## src/rtl/manchester_frame_edge_scheduler_macros.svh

```systemverilog
// ----------------------------------------------------------------------------
// manchester_frame_edge_scheduler_macros.svh
// Assertion macros shared by the edge scheduler modules.
// ----------------------------------------------------------------------------
`ifndef MANCHESTER_FRAME_EDGE_SCHEDULER_MACROS_SVH
`define MANCHESTER_FRAME_EDGE_SCHEDULER_MACROS_SVH

`ifndef SYNTHESIS

// Property holds at every clock edge outside reset
`define MFES_ASSERT(lbl, clk, rst_n, prop) \
    lbl: assert property (@(posedge clk) disable iff (!rst_n) prop) \
        else $error("mfes assertion failed");

// Condition must never be true outside reset
`define MFES_NEVER(lbl, clk, rst_n, expr) \
    lbl: assert property (@(posedge clk) disable iff (!rst_n) !(expr)) \
        else $error("mfes forbidden condition");

`else

`define MFES_ASSERT(lbl, clk, rst_n, prop)
`define MFES_NEVER(lbl, clk, rst_n, expr)

`endif

`endif

```

## src/rtl/mfes_pkg.sv

```systemverilog
// ----------------------------------------------------------------------------
// mfes_pkg
// Types and constants of the Manchester frame edge scheduler.
// ----------------------------------------------------------------------------
package mfes_pkg;

    // Configuration register indexes
    localparam logic [1:0] REG_ETU      = 2'd0;
    localparam logic [1:0] REG_DLY_ZERO = 2'd1;
    localparam logic [1:0] REG_DLY_ONE  = 2'd2;

    // Reset values of the configuration registers
    localparam logic [15:0] ETU_RST      = 16'd128;
    localparam logic [15:0] DLY_ZERO_RST = 16'd1164;
    localparam logic [15:0] DLY_ONE_RST  = 16'd1228;

    // Largest data bit count of one byte
    localparam logic [3:0] MAX_BITS = 4'd8;

    // Output event kinds
    localparam logic KIND_TOGGLE = 1'b0;
    localparam logic KIND_STOP   = 1'b1;

    // Controller states
    typedef enum logic [2:0] {
        S_IDLE,
        S_LOAD,
        S_DLY,
        S_PULSE,
        S_BIT,
        S_BIT2,
        S_END
    } t_state;

    // Which wait an emitted event carries
    typedef enum logic [1:0] {
        EV_DLY,
        EV_HALF,
        EV_ETU,
        EV_END
    } t_ev;

    // Controller to datapath
    typedef struct packed {
        logic load;
        logic emit;
        t_ev  ev;
        logic last;
        logic advance;
    } t_dp_cmd;

    // Datapath to controller
    typedef struct packed {
        logic start;
        logic fin;
        logic has_bits;
        logic bit_diff;
        logic more_bits;
        logic out_free;
    } t_dp_stat;

endpackage

```

## src/rtl/manchester_frame_edge_scheduler.sv

```systemverilog
// ----------------------------------------------------------------------------
// manchester_frame_edge_scheduler
// Turns frame bytes into timed toggle events for a Manchester transmitter.
// ----------------------------------------------------------------------------
// Usage:
//   Input channel (i_valid/o_ready) takes one byte transaction with its bit
//   count, parity and framing flags. Output channel (o_valid/i_ready) gives
//   one event per transaction: wait, timer restart flag, kind, last flag.
//   Configuration is written over the APB port (etu at 0x0, delay after a
//   zero bit at 0x4, delay after a one bit at 0x8) while the block is idle.
// Timing:
//   A byte is taken, passes the dispatch state, then its events leave one per
//   cycle through the output register while i_ready is high. A byte yields
//   up to 21 events (delay, start pulse, nine two-event bits, stop). The
//   sequencer handles one byte at a time; o_ready is high only when it is
//   idle, and a byte with no events returns it to idle from dispatch.
// Reset:
//   Synchronous, active low. Registers return to 128/1164/1228 and the
//   remembered line bit to one; no event is pending.
// Stall:
//   When i_ready is low, the pending event holds and the sequencer waits.
// ----------------------------------------------------------------------------
module manchester_frame_edge_scheduler
    import mfes_pkg::*;
(
    input  logic        i_clk,
    input  logic        i_rst_n,
    // input channel
    input  logic        i_valid,
    output logic        o_ready,
    input  logic [7:0]  i_data_byte,
    input  logic [3:0]  i_bit_count,
    input  logic        i_add_parity,
    input  logic        i_frame_start,
    input  logic        i_frame_end,
    input  logic        i_prior_last_bit,
    input  logic [15:0] i_elapsed_ticks,
    // output channel
    output logic        o_valid,
    input  logic        i_ready,
    output logic [15:0] o_wait_ticks,
    output logic        o_restart_count,
    output logic        o_event_kind,
    output logic        o_last_of_run,
    // configuration port
    input  logic        psel,
    input  logic        penable,
    input  logic        pwrite,
    input  logic [3:0]  paddr,
    input  logic [31:0] pwdata,
    output logic [31:0] prdata,
    output logic        pready
);

    logic [15:0] r_etu;
    logic [15:0] r_dly_zero;
    logic [15:0] r_dly_one;
    logic        cfg_wr;
    logic [1:0]  cfg_idx;
    t_dp_cmd     cmd;
    t_dp_stat    stat;

    assign pready  = 1'b1;
    assign cfg_wr  = psel && penable && pwrite;
    assign cfg_idx = paddr[3:2];

    // Configuration registers
    always_ff @(posedge i_clk) begin
        if (!i_rst_n) begin
            r_etu      <= ETU_RST;
            r_dly_zero <= DLY_ZERO_RST;
            r_dly_one  <= DLY_ONE_RST;
        end else if (cfg_wr) begin
            case (cfg_idx)
                REG_ETU:      r_etu      <= pwdata[15:0];
                REG_DLY_ZERO: r_dly_zero <= pwdata[15:0];
                REG_DLY_ONE:  r_dly_one  <= pwdata[15:0];
                default:      r_etu      <= r_etu;
            endcase
        end
    end

    // Register readback
    always_comb begin
        case (cfg_idx)
            REG_ETU:      prdata = {16'd0, r_etu};
            REG_DLY_ZERO: prdata = {16'd0, r_dly_zero};
            REG_DLY_ONE:  prdata = {16'd0, r_dly_one};
            default:      prdata = 32'd0;
        endcase
    end

    mfes_ctrl u_ctrl (
        .i_clk   (i_clk),
        .i_rst_n (i_rst_n),
        .i_valid (i_valid),
        .o_ready (o_ready),
        .i_stat  (stat),
        .o_cmd   (cmd)
    );

    mfes_dp u_dp (
        .i_clk            (i_clk),
        .i_rst_n          (i_rst_n),
        .i_cmd            (cmd),
        .o_stat           (stat),
        .i_data_byte      (i_data_byte),
        .i_bit_count      (i_bit_count),
        .i_add_parity     (i_add_parity),
        .i_frame_start    (i_frame_start),
        .i_frame_end      (i_frame_end),
        .i_prior_last_bit (i_prior_last_bit),
        .i_elapsed_ticks  (i_elapsed_ticks),
        .i_etu            (r_etu),
        .i_dly_zero       (r_dly_zero),
        .i_dly_one        (r_dly_one),
        .o_valid          (o_valid),
        .i_ready          (i_ready),
        .o_wait_ticks     (o_wait_ticks),
        .o_restart_count  (o_restart_count),
        .o_event_kind     (o_event_kind),
        .o_last_of_run    (o_last_of_run)
    );

endmodule

```

## src/rtl/mfes_ctrl.sv

```systemverilog
// ----------------------------------------------------------------------------
// mfes_ctrl
// Sequencer: walks one byte through delay, start pulse, bits and end event.
// ----------------------------------------------------------------------------
`include "manchester_frame_edge_scheduler_macros.svh"

module mfes_ctrl
    import mfes_pkg::*;
(
    input  logic     i_clk,
    input  logic     i_rst_n,
    input  logic     i_valid,
    output logic     o_ready,
    input  t_dp_stat i_stat,
    output t_dp_cmd  o_cmd
);

    t_state r_state;
    t_state n_state;
    t_state after_bit;

    // Where to go once the current bit is fully sent
    always_comb begin
        if (i_stat.more_bits) begin
            after_bit = S_BIT;
        end else if (i_stat.fin) begin
            after_bit = S_END;
        end else begin
            after_bit = S_IDLE;
        end
    end

    // Next state
    always_comb begin
        n_state = r_state;
        case (r_state)
            S_IDLE: begin
                if (i_valid) begin
                    n_state = S_LOAD;
                end
            end
            S_LOAD: begin
                if (i_stat.start) begin
                    n_state = S_DLY;
                end else if (i_stat.has_bits) begin
                    n_state = S_BIT;
                end else if (i_stat.fin) begin
                    n_state = S_END;
                end else begin
                    n_state = S_IDLE;
                end
            end
            S_DLY: begin
                if (i_stat.out_free) begin
                    n_state = S_PULSE;
                end
            end
            S_PULSE: begin
                if (i_stat.out_free) begin
                    if (i_stat.has_bits) begin
                        n_state = S_BIT;
                    end else if (i_stat.fin) begin
                        n_state = S_END;
                    end else begin
                        n_state = S_IDLE;
                    end
                end
            end
            S_BIT: begin
                if (i_stat.out_free) begin
                    n_state = i_stat.bit_diff ? after_bit : S_BIT2;
                end
            end
            S_BIT2: begin
                if (i_stat.out_free) begin
                    n_state = after_bit;
                end
            end
            S_END: begin
                if (i_stat.out_free) begin
                    n_state = S_IDLE;
                end
            end
            default: n_state = S_IDLE;
        endcase
    end

    // Outputs
    always_comb begin
        o_cmd         = '0;
        o_cmd.ev      = EV_HALF;
        o_ready       = (r_state == S_IDLE);
        o_cmd.load    = (r_state == S_IDLE) && i_valid;
        case (r_state)
            S_DLY: begin
                o_cmd.emit = i_stat.out_free;
                o_cmd.ev   = EV_DLY;
            end
            S_PULSE: begin
                o_cmd.emit = i_stat.out_free;
                o_cmd.ev   = EV_HALF;
                o_cmd.last = !i_stat.has_bits && !i_stat.fin;
            end
            S_BIT: begin
                o_cmd.emit    = i_stat.out_free;
                o_cmd.ev      = i_stat.bit_diff ? EV_ETU : EV_HALF;
                o_cmd.last    = i_stat.bit_diff && !i_stat.more_bits && !i_stat.fin;
                o_cmd.advance = i_stat.out_free && i_stat.bit_diff;
            end
            S_BIT2: begin
                o_cmd.emit    = i_stat.out_free;
                o_cmd.ev      = EV_HALF;
                o_cmd.last    = !i_stat.more_bits && !i_stat.fin;
                o_cmd.advance = i_stat.out_free;
            end
            S_END: begin
                o_cmd.emit = i_stat.out_free;
                o_cmd.ev   = EV_END;
                o_cmd.last = 1'b1;
            end
            default: begin
                o_cmd.emit = 1'b0;
            end
        endcase
    end

    // State register
    always_ff @(posedge i_clk) begin
        if (!i_rst_n) begin
            r_state <= S_IDLE;
        end else begin
            r_state <= n_state;
        end
    end

    // A transaction always leads to the dispatch state
    `MFES_ASSERT(a_load_dispatch, i_clk, i_rst_n, o_cmd.load |=> r_state == S_LOAD)
    // The final event of a byte returns the sequencer to idle
    `MFES_ASSERT(a_last_idle, i_clk, i_rst_n, (o_cmd.emit && o_cmd.last) |=> r_state == S_IDLE)
    // A non-final event keeps the sequencer busy
    `MFES_ASSERT(a_more_busy, i_clk, i_rst_n, (o_cmd.emit && !o_cmd.last) |=> r_state != S_IDLE)

endmodule

```

## src/rtl/mfes_dp.sv

```systemverilog
// ----------------------------------------------------------------------------
// mfes_dp
// Datapath: holds the byte, bit state and parity, forms event waits and
// keeps the output register.
// ----------------------------------------------------------------------------
`include "manchester_frame_edge_scheduler_macros.svh"

module mfes_dp
    import mfes_pkg::*;
(
    input  logic        i_clk,
    input  logic        i_rst_n,
    input  t_dp_cmd     i_cmd,
    output t_dp_stat    o_stat,
    // item fields
    input  logic [7:0]  i_data_byte,
    input  logic [3:0]  i_bit_count,
    input  logic        i_add_parity,
    input  logic        i_frame_start,
    input  logic        i_frame_end,
    input  logic        i_prior_last_bit,
    input  logic [15:0] i_elapsed_ticks,
    // configuration
    input  logic [15:0] i_etu,
    input  logic [15:0] i_dly_zero,
    input  logic [15:0] i_dly_one,
    // result channel
    output logic        o_valid,
    input  logic        i_ready,
    output logic [15:0] o_wait_ticks,
    output logic        o_restart_count,
    output logic        o_event_kind,
    output logic        o_last_of_run
);

    logic [7:0]  r_data;
    logic [3:0]  r_cnt;
    logic        r_par_pend;
    logic        r_par;
    logic        r_prev_bit;
    logic        r_start;
    logic        r_fin;
    logic        r_prior;
    logic [15:0] r_elapsed;

    logic        r_out_valid;
    logic [15:0] r_wait;
    logic        r_restart;
    logic        r_kind;
    logic        r_last;

    logic        cur_bit;
    logic        cur_is_data;
    logic [15:0] half;
    logic [15:0] delay;
    logic        early;
    logic [15:0] n_wait;
    logic        n_restart;
    logic        n_kind;

    // Current bit: data LSB while data bits remain, else odd parity
    assign cur_is_data = (r_cnt != 4'd0);
    assign cur_bit     = cur_is_data ? r_data[0] : ~r_par;
    assign half        = {1'b0, i_etu[15:1]};

    // Status toward the sequencer
    always_comb begin
        o_stat.start     = r_start;
        o_stat.fin       = r_fin;
        o_stat.has_bits  = cur_is_data || r_par_pend;
        o_stat.bit_diff  = (cur_bit != r_prev_bit);
        o_stat.more_bits = (r_cnt > 4'd1) || ((r_cnt == 4'd1) && r_par_pend);
        o_stat.out_free  = !r_out_valid || i_ready;
    end

    // Frame delay reduced by the elapsed count
    assign delay = r_prior ? i_dly_one : i_dly_zero;
    assign early = (r_elapsed < delay);

    // Wait value of the event being emitted
    always_comb begin
        n_wait    = half;
        n_restart = 1'b0;
        n_kind    = KIND_TOGGLE;
        case (i_cmd.ev)
            EV_DLY: begin
                n_wait    = early ? (delay - r_elapsed) : half;
                n_restart = !early;
            end
            EV_HALF: n_wait = half;
            EV_ETU:  n_wait = i_etu;
            EV_END: begin
                n_wait = half;
                n_kind = KIND_STOP;
            end
            default: n_wait = half;
        endcase
    end

    // Item and bit state
    always_ff @(posedge i_clk) begin
        if (!i_rst_n) begin
            r_prev_bit <= 1'b1;
            r_cnt      <= 4'd0;
            r_par_pend <= 1'b0;
            r_start    <= 1'b0;
            r_fin      <= 1'b0;
        end else if (i_cmd.load) begin
            r_data     <= i_data_byte;
            r_cnt      <= (i_bit_count > MAX_BITS) ? MAX_BITS : i_bit_count;
            r_par_pend <= i_add_parity;
            r_par      <= 1'b0;
            r_start    <= i_frame_start;
            r_fin      <= i_frame_end;
            r_prior    <= i_prior_last_bit;
            r_elapsed  <= i_elapsed_ticks;
            if (i_frame_start) begin
                r_prev_bit <= 1'b1;
            end
        end else if (i_cmd.advance) begin
            r_prev_bit <= cur_bit;
            if (cur_is_data) begin
                r_data <= {1'b0, r_data[7:1]};
                r_cnt  <= r_cnt - 4'd1;
                r_par  <= r_par ^ r_data[0];
            end else begin
                r_par_pend <= 1'b0;
            end
        end
    end

    // Output register
    always_ff @(posedge i_clk) begin
        if (!i_rst_n) begin
            r_out_valid <= 1'b0;
        end else if (i_cmd.emit) begin
            r_out_valid <= 1'b1;
        end else if (i_ready) begin
            r_out_valid <= 1'b0;
        end
    end

    always_ff @(posedge i_clk) begin
        if (i_cmd.emit) begin
            r_wait    <= n_wait;
            r_restart <= n_restart;
            r_kind    <= n_kind;
            r_last    <= i_cmd.last;
        end
    end

    assign o_valid         = r_out_valid;
    assign o_wait_ticks    = r_wait;
    assign o_restart_count = r_restart;
    assign o_event_kind    = r_kind;
    assign o_last_of_run   = r_last;

    // A frame start resets the line level memory to one
    `MFES_ASSERT(a_start_prev, i_clk, i_rst_n, (i_cmd.load && i_frame_start) |=> r_prev_bit)
    // Never overwrite a result that the receiver has not taken
    `MFES_NEVER(a_no_overwrite, i_clk, i_rst_n, i_cmd.emit && r_out_valid && !i_ready)
    // Only the frame delay event can restart the timer
    `MFES_ASSERT(a_restart_dly, i_clk, i_rst_n, (i_cmd.emit && i_cmd.ev != EV_DLY) |=> !r_restart)

endmodule
```

## config.mk

```make
export PLATFORM = sky130hd
export DESIGN_NAME = manchester_frame_edge_scheduler
export DESIGN_NICKNAME = d
export VERILOG_FILES = /design/src/rtl/mfes_pkg.sv /design/src/rtl/manchester_frame_edge_scheduler.sv /design/src/rtl/mfes_ctrl.sv /design/src/rtl/mfes_dp.sv
export VERILOG_INCLUDE_DIRS = /design/src /design/src/rtl
export SDC_FILE = /design/constraint.sdc
export NUM_CORES = 1
export LEC_CHECK = 0
export BUFFER_PORTS_ARGS = -buffer_cell sky130_fd_sc_hd__buf_4
export CAP_MARGIN = 15
export CELL_PAD_IN_SITES_DETAIL_PLACEMENT = 0
export CELL_PAD_IN_SITES_GLOBAL_PLACEMENT = 1
export CORE_AREA = 10 10 137 139
export CTS_CLUSTER_SIZE = 20
export DETAILED_ROUTE_END_ITERATION = 12
export DIE_AREA = 0 0 147 149
export PLACE_DENSITY = 0.75
export SLEW_MARGIN = 20
export SYNTH_ARGS = -nofsm -noshare
export SYNTH_HDL_FRONTEND = slang
export SYNTH_SLANG_ARGS = --single-unit
```

## constraint.sdc

```tcl
create_clock -name i_clk -period 3.05 [get_ports i_clk]
set_input_delay 0.7625 -clock i_clk [delete_from_list [all_inputs] [get_ports i_clk]]
set_output_delay 0.7625 -clock i_clk [all_outputs]
set_load 0.05 [all_outputs]
```

==> run metrics <==
FILL cells=1612; Setup WS post-layout=0.127 ns; Final HPWL DP=12.5 mm; Mapped Cells=659; crit path max-delay cell type=edfxtp_1; CTS tree=yes; Yosys cell types=63; TritonCTS buffer count=9; grt total ovfl=0; WL/cell=17.1 um; first-pass GRT wire length=25.7 mm; root buf cell=clkbuf_16; P&R area growth vs syn=24.3%; period utilization=95.8%; worst slew pin tran=0.719 ns; flip-flop and latch area=2550 um^2; vias per cell=4.99; Cell Area, Placed=6880 um^2; syn_area_per_cell=8.84 um^2; Crit Path Max Fanout=16; die height=149 um; Sw Pwr=0.00136 W; IR drop worst, VDD=0.298 mV; Final Hold Fails=0; Inst Count DP=969; setup TNS=0 ns; final non-filler cell area=7240 um^2; IO Port Bufs=93; Worst EP arrival=3.01 ns; fin. max-slew vios=0; Net Sw Frac=34.4%; Comb power frac=28.2%; row count=47; Mapped Area=5820 um^2; clock transition at the registers of the reported paths=0.08 ns; gpl congestion=0.860; clk_skew=0.0168 ns; asr flop ratio synth=0%; Initial Util=36.0%; synth warn=0; Worst path top cell family by delay=compound AO/OA/AOI/OAI gates; layout cells sized above 1=24.8%; CP startpoint kind=flop; Pwr Density=545 nW/um^2; router iterations before antenna repair=4; Main synth FF type=dfxtp_1; Max-cap violations=0; top post-synthesis cells by area=edfxtp_1 (23%), dfxtp_1 (21%), nand2_1 (11%), a21oi_1 (5.1%), mux2i_1 (4.8%); Post-synth EDFFs=45; fmax=342 MHz; WL final=16.9 mm; gr usage total=14.9%; clk sinks=105; final hold slack=0.462 ns; CP peak stage delay=0.39 ns; Worst-Skew Late Latency=0.37 ns; Critical Setup Path Class=reg2reg; Final Critical Period=2.92 ns; status=completed; antenna diode count=0; P_leak=3.03 nW; die footprint=21900 um^2; crit-path cells=buf_12, mux2_2, ha_1, buf_4, a21o_1, a21oi_2, o21ai_2, a221o_1, a21oi_1, xor2_1, o221ai_1; clock power share=29.4%; top cell type's share of synthesized area=23.2%; count of non-filler cells in the finished layout=987; sequential share of power=42.4%; Post-DRT Antenna Nets=0; flops & latches, synth=105; Slew headroom=52.1%; Place WS=0.00585 ns; Seq/Total Area, Yosys=43.8%; htree depth=3; Layout Nets=857; CP Data Required Time=3.14 ns; internal power=0.00259 W; DRC Markers=0; initial DRC count=225; hold crit path type=reg2reg; area leader, netlist=edfxtp_1; # IOs=129; Clock Tree Buf Depth=2; # setup viols final=0; core box area=16200 um^2; chip width=147 um; CP Capture Type=flop; Vias=4921; initial antenna violation count=0; largest net degree at the start of global routing=43; area of the multi-input gates=3050 um^2; Worst Path Buf+Inv=2; vias in the first global route=4899
==> layer usage <==
metal | vias to the layer above | part of all wire [%] | wire [um] | global-route usage [%]
li1 | 2476 | - | - | -
met1 | 2289 | 46 | 7800 | 19.2
met2 | 136 | 46 | 7720 | 24.1
met3 | 20 | 6.1 | 1030 | 3.34
met4 | 0 | 1.9 | 323 | 5.05
met5 | - | 0 | 0 | 0
==> synthesized netlist by cell type (all sizes together), types with 2 or more instances <==
cell type and count:
o31a 3, mux2 16, clkbuf 26, and2 4, a21oi 59, and3 3, a21o 5, mux2i 29
nand2 167, edfxtp 45, nand4 6, o221ai 8, nor3b 4, nand2b 6, o21ai 35, inv 25
buf 26, o21a 4, dfxtp 60, nor4 2, xnor2 10, nor3 6, a31oi 2, o21bai 5
nor2b 6, o211ai 3, a211oi 5, nand3 14, a221o 4, xor2 8, ha 19, nor2 23
conb 2
==> tightest hold or removal path: stages, from the launching register on <==
cell and delay, ns:
dfxtp_1 0.32, nand2_1 0.05, a21oi_1 0.05
==> power groups by stage <==
stage               registers, W  clock network [W]  logic [W]
floorplan                0.00183                  0   0.000662
global placement         0.00170                  0    0.00108
detailed placement       0.00171                  0    0.00110
CTS                      0.00167            0.00118    0.00110
global route             0.00169            0.00123    0.00121
finish                   0.00167            0.00116    0.00111
==> path summary, 6_finish.rpt <==
check                            startpoint                              to  slack (ns)  cells after the start
hold / removal    u_dp.r_start$_SDFFE_PN0P_       u_dp.r_start$_SDFFE_PN0P_        0.46                      2
hold reg to reg   u_dp.r_start$_SDFFE_PN0P_       u_dp.r_start$_SDFFE_PN0P_        0.46                      2
setup / recovery     u_dp.r_prior$_DFFE_PP_  u_dp.o_wait_ticks[9]$_DFFE_PP_        0.13                     11
setup reg to reg     u_dp.r_prior$_DFFE_PP_  u_dp.o_wait_ticks[9]$_DFFE_PP_        0.13                     11
==> state kept, by name (all words and copies together) (netlist names), 3 cells and up <==
| signal | cells |
|---|---|
| u_dp.r_elapsed | 16 |
| u_dp.r_data | 8 |
| u_dp.r_cnt | 4 |
| r_dly_one | 16 |
| r_etu | 16 |
| r_dly_zero | 16 |
| u_ctrl.r_state | 3 |
| u_dp.o_wait_ticks | 16 |
==> layout make-up <==
class                   count  area share (%)
inverters                  25            1.30
multi-input cells         493            42.2
well taps                 220            3.80
flip-flops and latches    105            35.3
clock buffers              10            3.16
repair buffers            128            13.5
clock inverters             6           0.813
==> kinds of logic after synthesis <==
family	Yosys count	share of synthesized area, %
multiplexers	45	8.29
other	2	0.129
AND/OR/NAND/NOR	246	18.0
AO/OA/AOI/OAI	146	15.8
adder cells (fa/ha/maj)	20	4.43
buffers and inverters	77	6.49
flip-flops	105	43.8
XOR/XNOR	18	3.03
==> per-stage QoR <==
step	total power, W	utilization, %
6_report	0.00394	44.8
5_1_grt	0.00413	44.8
4_1_cts	0.00396	44.3
3_5_place_dp	0.00280	42.5
3_3_place_gp	0.00278	42.5
2_1_floorplan	0.00249	-
==> repair_timing <==
action	CTS	global route
gates resized for setup	1	12
gates cloned	0	1
pin swaps	0	5
hold buffers	0	0
buffers inserted	0	1
endpoints found under the hold margin	0	0
endpoints found under the setup margin	1	16
==> placed cells by master (no fill, tap or decap), types with 2 or more instances in the layout <==
cell type	netlist	routed
o21ai_1	1	7
nor3b_1	4	4
a21o_1	4	4
xnor2_1	9	9
o21ai_2	0	11
mux2i_1	28	28
and2_4	1	2
edfxtp_1	45	45
a21oi_1	59	56
nor2b_1	6	6
nor3_1	6	5
o21a_1	4	4
nand3_1	14	14
dfxtp_1	60	60
a221o_1	4	4
clkbuf_16	0	9
a21oi_2	0	3
buf_4	17	126
o21bai_1	5	5
ha_1	19	19
and3_1	3	3
nand2_1	167	167
inv_6	0	2
inv_8	0	3
nor2_1	23	22
nor4_1	2	2
o211ai_1	2	2
mux2_2	16	16
nand4_1	6	6
nand2b_1	6	5
o31a_2	1	2
and2_1	3	2
inv_1	25	25
o21ai_0	34	17
conb_1	2	17
o221ai_1	8	8
a211oi_1	4	4
xor2_1	8	8
(Power assumes the default switching activity.)
